<file path="config.mk">
export PLATFORM = sky130hd
export DESIGN_NAME = periodic_timer_scheduler
export DESIGN_NICKNAME = d
export VERILOG_FILES = /design/src/rtl/core/ptsch_pkg.sv /design/src/rtl/core/ptsch_slot_ram.sv /design/src/rtl/core/ptsch_min_scan.sv /design/src/rtl/core/periodic_timer_scheduler.sv
export SDC_FILE = /design/constraint.sdc
export NUM_CORES = 2
export LEC_CHECK = 0
export BUFFER_PORTS_ARGS = -buffer_cell sky130_fd_sc_hd__buf_2
export CELL_PAD_IN_SITES_DETAIL_PLACEMENT = 0
export CELL_PAD_IN_SITES_GLOBAL_PLACEMENT = 1
export CORE_MARGIN = 5
export CORE_UTILIZATION = 49
export DETAILED_ROUTE_END_ITERATION = 8
export PLACE_DENSITY = 0.86
export SLEW_MARGIN = 20
export SYNTH_ARGS = -nofsm -noshare
export SYNTH_HDL_FRONTEND = slang
export SYNTH_SLANG_ARGS = --single-unit
</file>
<file path="constraint.sdc">
create_clock -name clock -period 8.35 [get_ports clock]
set_input_delay 1.67 -clock clock [delete_from_list [all_inputs] [get_ports clock]]
set_output_delay 1.67 -clock clock [all_outputs]
set_load 0.01 [all_outputs]
</file>
<file path="src/rtl/core/ptsch_pkg.sv">
// Shared constants, types and helper functions of the periodic timer scheduler.
package ptsch_pkg;

   localparam int NUM_SLOTS  = 16;
   localparam int IDX_W      = (NUM_SLOTS > 1) ? $clog2(NUM_SLOTS) : 1;
   localparam int CNT_W      = $clog2(NUM_SLOTS + 1);
   localparam int MAX_FIRE   = 16;
   localparam int FIRE_IDX_W = $clog2(MAX_FIRE);
   localparam int FIRE_CNT_W = $clog2(MAX_FIRE + 1);

   localparam int HANDLE_W = 4;
   localparam int STATUS_W = 3;
   localparam int REQ_W    = 2;
   localparam int TPM_W    = 23;
   localparam int DELAY_W  = 32;
   localparam int OFFSET_W = TPM_W + DELAY_W;
   localparam int COUNT_W  = 64;

   localparam logic [TPM_W-1:0] TPM_RESET = TPM_W'(19200);

   localparam logic [REQ_W-1:0] REQ_TICK     = 2'd0;
   localparam logic [REQ_W-1:0] REQ_ONE_SHOT = 2'd1;
   localparam logic [REQ_W-1:0] REQ_PERIODIC = 2'd2;
   localparam logic [REQ_W-1:0] REQ_DESCHED  = 2'd3;

   localparam logic [STATUS_W-1:0] ST_OK         = 3'd0;
   localparam logic [STATUS_W-1:0] ST_FIRED      = 3'd1;
   localparam logic [STATUS_W-1:0] ST_NO_SLOT    = 3'd2;
   localparam logic [STATUS_W-1:0] ST_BAD_HANDLE = 3'd3;
   localparam logic [STATUS_W-1:0] ST_ZERO_DELAY = 3'd4;

   typedef struct packed {
      logic start;
      logic fire_mode;
   } scan_cmd_type;

   typedef struct packed {
      logic               done;
      logic               found;
      logic [IDX_W-1:0]   pick;
      logic [COUNT_W-1:0] best;
   } scan_res_type;

   function automatic logic [COUNT_W-1:0] sat_add(input logic [COUNT_W-1:0] a,
                                                  input logic [COUNT_W-1:0] b);
      logic [COUNT_W:0] s;
      s = {1'b0, a} + {1'b0, b};
      return s[COUNT_W] ? {COUNT_W{1'b1}} : s[COUNT_W-1:0];
   endfunction

   function automatic logic [HANDLE_W-1:0] to_handle(input logic [IDX_W-1:0] idx);
      logic [IDX_W+HANDLE_W-1:0] ext;
      ext = (IDX_W + HANDLE_W)'(idx);
      return ext[HANDLE_W-1:0];
   endfunction

   function automatic logic [IDX_W-1:0] from_handle(input logic [HANDLE_W-1:0] h);
      logic [IDX_W+HANDLE_W-1:0] ext;
      ext = (IDX_W + HANDLE_W)'(h);
      return ext[IDX_W-1:0];
   endfunction

   function automatic logic handle_in_range(input logic [HANDLE_W-1:0] h);
      return (CNT_W + HANDLE_W)'(h) < (CNT_W + HANDLE_W)'(NUM_SLOTS);
   endfunction

endpackage

</file>
<file path="src/rtl/core/ptsch_slot_ram.sv">
// Per-slot 64-bit storage with one write port and one registered read port.
module ptsch_slot_ram (
   input  logic                         clock,
   input  logic                         wr_en,
   input  logic [ptsch_pkg::IDX_W-1:0]  wr_addr,
   input  logic [ptsch_pkg::COUNT_W-1:0] wr_data,
   input  logic [ptsch_pkg::IDX_W-1:0]  rd_addr,
   output logic [ptsch_pkg::COUNT_W-1:0] rd_data
);
   import ptsch_pkg::*;

   logic [COUNT_W-1:0] mem [NUM_SLOTS];
   logic [COUNT_W-1:0] rd_data_ff;

   always_ff @(posedge clock) begin
      if (wr_en) begin
         mem[wr_addr] <= wr_data;
      end
      rd_data_ff <= mem[rd_addr];
   end

   assign rd_data = rd_data_ff;

endmodule

</file>
<file path="src/rtl/core/ptsch_min_scan.sv">
// Shared compare unit that walks all slots and keeps the earliest qualifying due count.
module ptsch_min_scan (
   input  logic                           clock,
   input  logic                           reset,
   input  ptsch_pkg::scan_cmd_type        cmd,
   input  logic [ptsch_pkg::COUNT_W-1:0]  tick_count,
   input  logic [ptsch_pkg::NUM_SLOTS-1:0] slot_valid,
   input  logic [ptsch_pkg::NUM_SLOTS-1:0] slot_fired,
   output logic [ptsch_pkg::IDX_W-1:0]    rd_addr,
   input  logic [ptsch_pkg::COUNT_W-1:0]  rd_data,
   output ptsch_pkg::scan_res_type        res
);
   import ptsch_pkg::*;

   logic               running_ff, running_in;
   logic               fire_mode_ff, fire_mode_in;
   logic [CNT_W-1:0]   addr_ff, addr_in;
   logic               chk_valid_ff, chk_valid_in;
   logic [IDX_W-1:0]   chk_idx_ff, chk_idx_in;
   logic               found_ff, found_in;
   logic [IDX_W-1:0]   pick_ff, pick_in;
   logic [COUNT_W-1:0] best_ff, best_in;
   logic               done_ff, done_in;
   logic               issue;
   logic               cand;

   assign issue   = running_ff && (addr_ff < CNT_W'(NUM_SLOTS));
   assign rd_addr = addr_ff[IDX_W-1:0];

   // In fire mode a slot must be due and not yet fired on this tick.
   assign cand = chk_valid_ff && slot_valid[chk_idx_ff]
                 && (!fire_mode_ff || (!slot_fired[chk_idx_ff] && (rd_data <= tick_count)))
                 && (!found_ff || (rd_data < best_ff));

   always_comb begin
      running_in   = running_ff;
      fire_mode_in = fire_mode_ff;
      addr_in      = addr_ff;
      chk_valid_in = issue;
      chk_idx_in   = addr_ff[IDX_W-1:0];
      found_in     = found_ff;
      pick_in      = pick_ff;
      best_in      = best_ff;
      done_in      = 1'b0;
      if (cmd.start) begin
         running_in   = 1'b1;
         fire_mode_in = cmd.fire_mode;
         addr_in      = '0;
         chk_valid_in = 1'b0;
         found_in     = 1'b0;
      end else begin
         if (issue) begin
            addr_in = addr_ff + CNT_W'(1);
         end
         if (cand) begin
            found_in = 1'b1;
            pick_in  = chk_idx_ff;
            best_in  = rd_data;
         end
         if (running_ff && !issue && chk_valid_ff) begin
            running_in = 1'b0;
            done_in    = 1'b1;
         end
      end
   end

   always_ff @(posedge clock) begin
      if (reset) begin
         running_ff   <= 1'b0;
         chk_valid_ff <= 1'b0;
         done_ff      <= 1'b0;
         found_ff     <= 1'b0;
         addr_ff      <= '0;
      end else begin
         running_ff   <= running_in;
         chk_valid_ff <= chk_valid_in;
         done_ff      <= done_in;
         found_ff     <= found_in;
         addr_ff      <= addr_in;
      end
      fire_mode_ff <= fire_mode_in;
      chk_idx_ff   <= chk_idx_in;
      pick_ff      <= pick_in;
      best_ff      <= best_in;
   end

   always_comb begin
      res.done  = done_ff;
      res.found = found_ff;
      res.pick  = pick_ff;
      res.best  = best_ff;
   end

endmodule

</file>
<file path="src/rtl/core/periodic_timer_scheduler.sv">
// Top level of the periodic timer scheduler: request sequencer, slot state and result output.
//
// Multi-slot timer engine with a 64-bit tick counter. One request is handled at a time and
// req_stall stays high until its last response has been taken. Every request but a tick with
// nothing due ends with one pass of the shared compare unit over all slots to find the next
// compare value. A deschedule or rejected schedule goes straight to that pass, an accepted
// schedule first writes its slot. A tick runs one fire pass per fired slot, each followed by
// its slot update, and then one fire pass with nothing due unless MAX_FIRE slots have fired;
// the final pass follows, then the responses at one per cycle while rsp_stall is low. A tick
// with nothing due gives no response.
// All responses of one request carry armed and next_due as they stand after the whole request.
module periodic_timer_scheduler (
   input  logic                            clock,
   input  logic                            reset,
   input  logic                            csr_wr_en,
   input  logic [ptsch_pkg::TPM_W-1:0]     csr_wr_data,
   input  logic                            req_valid,
   output logic                            req_stall,
   input  logic [ptsch_pkg::REQ_W-1:0]     req_type,
   input  logic [ptsch_pkg::DELAY_W-1:0]   req_delay,
   input  logic [ptsch_pkg::HANDLE_W-1:0]  req_slot_handle,
   output logic                            rsp_valid,
   input  logic                            rsp_stall,
   output logic [ptsch_pkg::STATUS_W-1:0]  rsp_status,
   output logic [ptsch_pkg::HANDLE_W-1:0]  rsp_handle,
   output logic                            rsp_armed,
   output logic [ptsch_pkg::COUNT_W-1:0]   rsp_next_due,
   output logic                            rsp_last
);
   import ptsch_pkg::*;

   typedef enum logic [2:0] {
      S_IDLE,
      S_SCHED_WR,
      S_FIRE_SCAN,
      S_FIRE_UPD,
      S_FIN_SCAN,
      S_EMIT
   } state_type;

   state_type             state_ff, state_in;
   logic [TPM_W-1:0]      tpm_ff, tpm_in;
   logic [COUNT_W-1:0]    tick_ff, tick_in;
   logic [NUM_SLOTS-1:0]  valid_ff, valid_in;
   logic [NUM_SLOTS-1:0]  fired_ff, fired_in;
   logic [FIRE_CNT_W-1:0] nres_ff, nres_in;
   logic [FIRE_IDX_W-1:0] emit_idx_ff, emit_idx_in;
   logic [HANDLE_W-1:0]   hbuf_ff [MAX_FIRE];
   logic [HANDLE_W-1:0]   hbuf_in [MAX_FIRE];
   logic [STATUS_W-1:0]   status_ff, status_in;
   logic [IDX_W-1:0]      free_ff, free_in;
   logic                  periodic_ff, periodic_in;
   logic [OFFSET_W-1:0]   offset_ff, offset_in;
   logic                  armed_ff, armed_in;
   logic [COUNT_W-1:0]    next_due_ff, next_due_in;
   logic                  rsp_valid_ff, rsp_valid_in;

   logic                  free_found;
   logic [IDX_W-1:0]      free_idx;
   logic [TPM_W-1:0]      tpm_eff;
   logic [IDX_W-1:0]      sh_idx;
   logic                  is_last;

   scan_cmd_type          scan_cmd;
   scan_res_type          scan_res;
   logic [IDX_W-1:0]      due_rd_addr;
   logic [COUNT_W-1:0]    due_rd_data;
   logic [COUNT_W-1:0]    per_rd_data;
   logic                  due_wr_en;
   logic                  per_wr_en;
   logic [IDX_W-1:0]      wr_addr;
   logic [COUNT_W-1:0]    due_wr_data;
   logic [COUNT_W-1:0]    per_wr_data;

   ptsch_slot_ram u_due_ram (
      .clock   (clock),
      .wr_en   (due_wr_en),
      .wr_addr (wr_addr),
      .wr_data (due_wr_data),
      .rd_addr (due_rd_addr),
      .rd_data (due_rd_data)
   );

   // The period is read at the slot the last scan picked.
   ptsch_slot_ram u_period_ram (
      .clock   (clock),
      .wr_en   (per_wr_en),
      .wr_addr (wr_addr),
      .wr_data (per_wr_data),
      .rd_addr (scan_res.pick),
      .rd_data (per_rd_data)
   );

   ptsch_min_scan u_scan (
      .clock      (clock),
      .reset      (reset),
      .cmd        (scan_cmd),
      .tick_count (tick_ff),
      .slot_valid (valid_ff),
      .slot_fired (fired_ff),
      .rd_addr    (due_rd_addr),
      .rd_data    (due_rd_data),
      .res        (scan_res)
   );

   // Lowest free slot.
   always_comb begin
      free_found = 1'b0;
      free_idx   = '0;
      for (int i = NUM_SLOTS - 1; i >= 0; i--) begin
         if (!valid_ff[i]) begin
            free_found = 1'b1;
            free_idx   = IDX_W'(i);
         end
      end
   end

   assign tpm_eff   = (tpm_ff == '0) ? TPM_W'(1) : tpm_ff;
   assign sh_idx    = from_handle(req_slot_handle);
   assign is_last   = (FIRE_CNT_W'(emit_idx_ff) + FIRE_CNT_W'(1)) == nres_ff;
   assign req_stall = (state_ff != S_IDLE);

   always_comb begin
      state_in     = state_ff;
      tpm_in       = csr_wr_en ? csr_wr_data : tpm_ff;
      tick_in      = tick_ff;
      valid_in     = valid_ff;
      fired_in     = fired_ff;
      nres_in      = nres_ff;
      emit_idx_in  = emit_idx_ff;
      hbuf_in      = hbuf_ff;
      status_in    = status_ff;
      free_in      = free_ff;
      periodic_in  = periodic_ff;
      offset_in    = offset_ff;
      armed_in     = armed_ff;
      next_due_in  = next_due_ff;
      rsp_valid_in = rsp_valid_ff;
      scan_cmd     = '0;
      due_wr_en    = 1'b0;
      per_wr_en    = 1'b0;
      wr_addr      = free_ff;
      due_wr_data  = sat_add(tick_ff, COUNT_W'(offset_ff));
      per_wr_data  = periodic_ff ? COUNT_W'(offset_ff) : '0;

      unique case (state_ff)
         S_IDLE: begin
            if (req_valid) begin
               nres_in = FIRE_CNT_W'(1);
               unique case (req_type)
                  REQ_TICK: begin
                     tick_in            = tick_ff + COUNT_W'(1);
                     fired_in           = '0;
                     nres_in            = '0;
                     status_in          = ST_FIRED;
                     scan_cmd.start     = 1'b1;
                     scan_cmd.fire_mode = 1'b1;
                     state_in           = S_FIRE_SCAN;
                  end
                  REQ_ONE_SHOT, REQ_PERIODIC: begin
                     hbuf_in[0] = '0;
                     if (req_delay == '0) begin
                        status_in      = ST_ZERO_DELAY;
                        scan_cmd.start = 1'b1;
                        state_in       = S_FIN_SCAN;
                     end else if (!free_found) begin
                        status_in      = ST_NO_SLOT;
                        scan_cmd.start = 1'b1;
                        state_in       = S_FIN_SCAN;
                     end else begin
                        status_in   = ST_OK;
                        hbuf_in[0]  = to_handle(free_idx);
                        free_in     = free_idx;
                        periodic_in = (req_type == REQ_PERIODIC);
                        offset_in   = OFFSET_W'(tpm_eff) * OFFSET_W'(req_delay);
                        state_in    = S_SCHED_WR;
                     end
                  end
                  REQ_DESCHED: begin
                     hbuf_in[0] = req_slot_handle;
                     if (handle_in_range(req_slot_handle) && valid_ff[sh_idx]) begin
                        valid_in[sh_idx] = 1'b0;
                        status_in        = ST_OK;
                     end else begin
                        status_in = ST_BAD_HANDLE;
                     end
                     scan_cmd.start = 1'b1;
                     state_in       = S_FIN_SCAN;
                  end
                  default: begin
                     state_in = S_IDLE;
                  end
               endcase
            end
         end
         S_SCHED_WR: begin
            due_wr_en         = 1'b1;
            per_wr_en         = 1'b1;
            valid_in[free_ff] = 1'b1;
            scan_cmd.start    = 1'b1;
            state_in          = S_FIN_SCAN;
         end
         S_FIRE_SCAN: begin
            if (scan_res.done) begin
               if (scan_res.found) begin
                  state_in = S_FIRE_UPD;
               end else if (nres_ff == '0) begin
                  state_in = S_IDLE;
               end else begin
                  scan_cmd.start = 1'b1;
                  state_in       = S_FIN_SCAN;
               end
            end
         end
         S_FIRE_UPD: begin
            // Periodic slots move on by their period; one-shot slots are released.
            wr_addr                           = scan_res.pick;
            due_wr_data                       = sat_add(scan_res.best, per_rd_data);
            fired_in[scan_res.pick]           = 1'b1;
            hbuf_in[nres_ff[FIRE_IDX_W-1:0]]  = to_handle(scan_res.pick);
            nres_in                           = nres_ff + FIRE_CNT_W'(1);
            if (per_rd_data == '0) begin
               valid_in[scan_res.pick] = 1'b0;
            end else begin
               due_wr_en = 1'b1;
            end
            scan_cmd.start = 1'b1;
            if (nres_ff == FIRE_CNT_W'(MAX_FIRE - 1)) begin
               state_in = S_FIN_SCAN;
            end else begin
               scan_cmd.fire_mode = 1'b1;
               state_in           = S_FIRE_SCAN;
            end
         end
         S_FIN_SCAN: begin
            if (scan_res.done) begin
               armed_in     = scan_res.found;
               next_due_in  = scan_res.found ? scan_res.best : '0;
               emit_idx_in  = '0;
               rsp_valid_in = 1'b1;
               state_in     = S_EMIT;
            end
         end
         S_EMIT: begin
            if (!rsp_stall) begin
               if (is_last) begin
                  rsp_valid_in = 1'b0;
                  state_in     = S_IDLE;
               end else begin
                  emit_idx_in = emit_idx_ff + FIRE_IDX_W'(1);
               end
            end
         end
         default: begin
            state_in = S_IDLE;
         end
      endcase
   end

   always_ff @(posedge clock) begin
      if (reset) begin
         state_ff     <= S_IDLE;
         tpm_ff       <= TPM_RESET;
         tick_ff      <= '0;
         valid_ff     <= '0;
         rsp_valid_ff <= 1'b0;
         nres_ff      <= '0;
         emit_idx_ff  <= '0;
      end else begin
         state_ff     <= state_in;
         tpm_ff       <= tpm_in;
         tick_ff      <= tick_in;
         valid_ff     <= valid_in;
         rsp_valid_ff <= rsp_valid_in;
         nres_ff      <= nres_in;
         emit_idx_ff  <= emit_idx_in;
      end
      fired_ff    <= fired_in;
      hbuf_ff     <= hbuf_in;
      status_ff   <= status_in;
      free_ff     <= free_in;
      periodic_ff <= periodic_in;
      offset_ff   <= offset_in;
      armed_ff    <= armed_in;
      next_due_ff <= next_due_in;
   end

   assign rsp_valid    = rsp_valid_ff;
   assign rsp_status   = status_ff;
   assign rsp_handle   = hbuf_ff[emit_idx_ff];
   assign rsp_armed    = armed_ff;
   assign rsp_next_due = next_due_ff;
   assign rsp_last     = is_last;

endmodule

</file>
Yosys cells after proc, flatten, opt, wreduce, memory -nomap -nowiden. Memories as Yosys holds them, arrays and structs flattened. A register that Yosys moved wholly into a read port is not among the register bits. Cells that the tools add are included.

Register bits: 470. Latch bits: 0. Memory bits (writable): 1904. Bits in read-only memories: 0. Input port bits: 66. Output and inout port bits: 75. Word-level logic and storage cells: 255. Memories kept: 2.

Memory list: u_due_ram.mem (depth 16, bits a word 64, rd ports 1, clocked after Yosys merged registers in 1, wr ports 1, line ptsch_slot_ram.sv:12) `logic [COUNT_W-1:0] mem [NUM_SLOTS];`; u_period_ram.mem (depth 16, bits a word 55, rd ports 1, clocked after Yosys merged registers in 1, wr ports 1, line ptsch_slot_ram.sv:12).

$add $sub $neg: 7. $mul: 1. Div/mod/pow operators: 0. Order comparisons: 13. Equal/unequal tests: 21. Shifts and indexed selects: 0. Muxes and demuxes: 117. Bitwise logic cells: 10. Reductions and logical operators: 44.

Operator list (number): $mux W64 (3); $mux W4 (26); $mux W16 (6); $add A64 B55 Y65 (1); $add A64 B64 Y65 (1); $add A64 B1 Y64 const B (1); $bwmux W64 (1); $le A64 B64 Y1 (1); $logic_not A64 Y1 (1); $lt A64 B64 Y1 (1); $mul A23 B32 Y55 (1); $mux W55 (1); $pmux W16 S3 (1); $mux W1 (42); $mux W3 (11); $and A16 B16 Y16 (2); $logic_not A32 Y1 (1); $not A16 Y16 (2); $or A16 B16 Y16 (2); $pmux W16 S2 (1); $pmux W4 S2 (3); $logic_not A23 Y1 (1); $mux W23 (1); $lt A4 B5 Y1 const B (4); 43 further kinds (98).

Logic depth before layout (Yosys ltp).
Depth after elaboration: 23. Depth in mapped cells: 28.

Cells and area by module. Synthesis repeated with hierarchy kept, for this count alone.

Cell total of the unflattened synthesis: 8895. Area, all modules: 130356.3 um^2.

Modules (own cells, without submodules): ptsch_slot_ram (times used 2, cells an instance 1647, area each 39581.7 um^2, sequential area each 32030.7 um^2); periodic_timer_scheduler (times used 1, cells an instance 5017, area each 45189.6 um^2, sequential area each 8568.2 um^2); ptsch_min_scan (times used 1, cells an instance 584, area each 6003.3 um^2, sequential area each 2332.2 um^2).

Least setup slack after synthesis. No wires, ideal clock.

Kind: register to register. Start: register state_ff[2]. End: register emit_idx_ff[2]. Setup time: 0.132 ns. Arrival time: 9.027 ns. Data required time: 8.218 ns. Setup slack: -0.809 ns. Cell stages (with the launch flop): 7. Path through: dfxtp_1 clkbuf_1 inv_1 nor4b_1 nor2_1 o21ai_0 a21oi_1.

Longest elaborated chain between the ends: 3.

Ends and longest elaborated chain: start, declared (line periodic_timer_scheduler.sv:41) `state_type state_ff, state_in;`; start signal, assigned (line periodic_timer_scheduler.sv:270) `state_ff <= state_in;`; $eq A3 B3 Y1 (line periodic_timer_scheduler.sv:146) `unique case (state_ff)`; $ne A2 B2 Y1 (no line), or another cell as far along; $reduce_and A4 Y1 (no line); end signal, assigned (line periodic_timer_scheduler.sv:276) `emit_idx_ff <= emit_idx_in;`; end, declared (line periodic_timer_scheduler.sv:47) `logic [FIRE_IDX_W-1:0] emit_idx_ff, emit_idx_in;`.

Parallel ways exist; a longest one is shown, timed or not. A chain may end at the register's enable or synchronous reset.

Worst setup path in the final report.
Start: input port req_delay[16] (netlist name). End: register offset_ff[48], data pin.

Longest elaborated chain between the ends: 1.

Ends and longest elaborated chain: start, declared (line periodic_timer_scheduler.sv:20) `input logic [ptsch_pkg::DELAY_W-1:0] req_delay,`; $mul A23 B32 Y55 (line periodic_timer_scheduler.sv:175) `offset_in = OFFSET_W'(tpm_eff) * OFFSET_W'(req_delay);`; end signal, assigned (line periodic_timer_scheduler.sv:283) `offset_ff <= offset_in;`; end, declared (line periodic_timer_scheduler.sv:53) `logic [OFFSET_W-1:0] offset_ff, offset_in;`.

No other way between the ends.

==> flow_metrics.tcl <==
set metrics [dict create \
    synth_top_family_by_area "adder cells" \
    status "completed" \
    synth_seq_cells 2429 \
    synth_top_area_share_pct 52.8 \
    cp_max_fo 8 \
    grt_pass1_vias 75200 \
    vias_per_cell 6.06 \
    vias 73400 \
    antenna_found_initial 17 \
    ys_types 89 \
    fillCellCount 19500 \
    crit_type "input port to flop" \
    syn_inst 8244 \
    mostFrequentLayoutCells "edfxtp_1, inv_1, mux4_2, fa_1, nand2_1" \
    grt.total_usage_pct 25.6 \
    pwr_density_cell_nw_per_um2 320 \
    synth-main-ff-cell "edfxtp_1" \
    power_leakage_nw 50.3 \
    initial_utilization_pct 49.3 \
    grt_util_met2_pct 40.6 \
    yosysSeqAreaShare_pct 56.8 \
    synth-edff-count 2181 \
    drive_above_1_share_pct 18.1 \
    gp_congestion 0.957 \
    netlist_area_um2 124000 \
    grt_pass1_wl_um 500000 \
    rsz0062_at_grt "false" \
    hold_viol_final 0 \
    use_met3_pct 5.01 \
    r2r_setup_slack_ns 0.46 \
    cts.path.max_buffers 3 \
    cts-root-buf "clkbuf_16" \
    cts_resized 0 \
    drv_slew 0 \
    setup_viol 0 \
    pre_cts_slack_ns -0.433 \
    ioPinCount 141 \
    busiest_layer "met2" \
    slowest_delay_ns 0.63 \
    met1_usage_pct 35.6 \
    layout_commonest_cell "edfxtp_1" \
    cts_num_sinks 2429 \
    portBuffers 140 \
    path_common_cell "fa_1" \
    yosys_warnings 0 \
    relSlewSlack_pct 20.3 \
    synthMuxAreaShare_pct 11.6 \
    cts_setup_buffers 0 \
    syn_to_final_growth_pct 11.2 \
    rows 184 \
    synthSimpleGateAreaFrac_pct 6.93 \
    layout.nets 9690 \
    clk_pin_slew_ns 0.07 \
    crit_path_top_delay_cell "fa_1" \
    cts_made_buffers 221 \
    postCtsHoldBufs 0 \
    fin_ws_ns 0.394 \
    detail_route.wl_per_cell_um 28.0 \
    fin_util_pct 54.8 \
    routed_wl_um 339000 \
    htreeDepth 4 \
    maxCapViolCount 0 \
    critPathRequiredTime_ns 8.92 \
    clk_latency_ns 0.87 \
    start_kind "input port" \
    drtIter0Drc 8927 \
    avgSynthCellArea_um2 15.0 \
    ys_async_sr_fraction_pct 0 \
    synth_adder_area_share_pct 14.5 \
    tightestPinTransition_ns 1.19 \
    die-height_um 513 \
    dp_cells 11700 \
    skew_ns 0.0548 \
    max_freq_ghz 0.126 \
    peakVddDrop_uv 734 \
    cp-end-kind "flop" \
    dp_hpwl_um 223000 \
    die_x_um 513 \
    instances_no_fill 12100 \
    period_share_pct 95.3 \
    gr-total-overflow 0 \
    min_period_ns 7.96 \
    worstHoldPathType "flop to flop" \
    drt-pass1-iter-count 5 \
    die_area_um2 263000 \
    synth.area.top_cells "edfxtp_1, mux4_2, fa_1" \
    synthXorXnorAreaFrac_pct 1.63 \
    synth_nets 9369 \
    drc 0 \
    grt_max_degree 162 \
    ant_nets 0 \
    synth.largest_area_cell "edfxtp_1" \
    synth-compound-area-share_pct 4.64 \
    cts_tree "built" \
    cp.arrival_ns 8.52 \
    fp.coreArea_um2 252000 \
]
-- worst max-delay path, delay by kind of cell --
family / cells / cell delay, ns
adder cells (fa/ha/maj): 8 / 3.88
AO/OA/AOI/OAI: 7 / 1.68
AND/OR/NAND/NOR: 4 / 0.35
buffers and inverters: 7 / 0.95
-- cell usage after synthesis, types with 54 or more instances --
library cell and number:
a21o_1 155, a21oi_1 242, and2_1 401, buf_1 54
clkbuf_1 302, dfxtp_1 248, edfxtp_1 2181, fa_1 629
ha_1 430, inv_1 869, mux4_2 630, nand2_1 612
nand3_1 71, nand4_1 68, nor2_1 326, nor3_1 58
o21ai_0 133, xnor2_1 163, xor2_1 68
-- per-layer routing --
| metal | vias to the layer above | share of wire (%) |
|---|---|---|
| met5 | - | 0.012 |
| met2 | 4130 | 47 |
| li1 | 30700 | - |
| met1 | 37900 | 39 |
| met4 | 6 | 4.0 |
| met3 | 614 | 9.7 |
-- through the flow --
stage,hold slack (ns),instance area [µm²],setup TNS [ns],power [mW]
3_5_place_dp,0.478,130000,-4.80,33.7
3_3_place_gp,0.471,130000,-4.27,33.4
5_1_grt,0.510,138000,0,46.6
2_1_floorplan,0.329,124000,0,25.9
6_report,0.505,138000,0,44.1
4_1_cts,0.493,138000,0,44.2
-- state kept, by name, summed over array words and instances, names as in the netlist, 64 cells and up --
| register | cells |
|---|---|
| tick_ff | 64 |
| u_period_ram.mem | 880 |
| u_scan.best_ff | 64 |
| hbuf_ff | 64 |
| u_due_ram.rd_data | 64 |
| rsp_next_due | 64 |
| u_due_ram.mem | 1024 |
-- final timing paths --
| path | from | endpoint | depth (start not counted) |
|---|---|---|---|
| min | u_due_ram.rd_data[54] | u_scan.best_ff[54] | 0 |
| max | req_delay[16] | offset_ff[48] | 26 |
| min reg2reg | u_due_ram.rd_data[54] | u_scan.best_ff[54] | 0 |
| max reg2reg | tpm_ff[5] | offset_ff[51] | 25 |
-- layout make-up --
class	count	area [µm²]	share of cell area, %
flip-flops and latches	2429	70500	51.1
multi-input cells	4564	49000	35.6
clock buffers	283	5990	4.34
well taps	3348	4190	3.04
repair buffers	479	3400	2.46
inverters	870	3270	2.37
clock inverters	134	1560	1.13
diodes	11	27.5	0.0200
-- where the power goes --
part | switching [mW] | internal [mW] | leakage [nW]
combinational | 9.97 | 7.88 | 24.9
sequential | 0.678 | 15.1 | 21.7
clock | 4.63 | 5.87 | 3.68
-- cell families after synthesis --
| family | count (synthesis) |
|---|---|
| DFF | 2429 |
| xor gates and xnor gates | 231 |
| adders and majority gates | 1059 |
| AOI/OAI and AO/OA | 855 |
| buffers and inverters | 1251 |
| muxes | 656 |
| and+or+nand+nor | 1763 |
No activity file was read; power rests on OpenSTA's default activity.
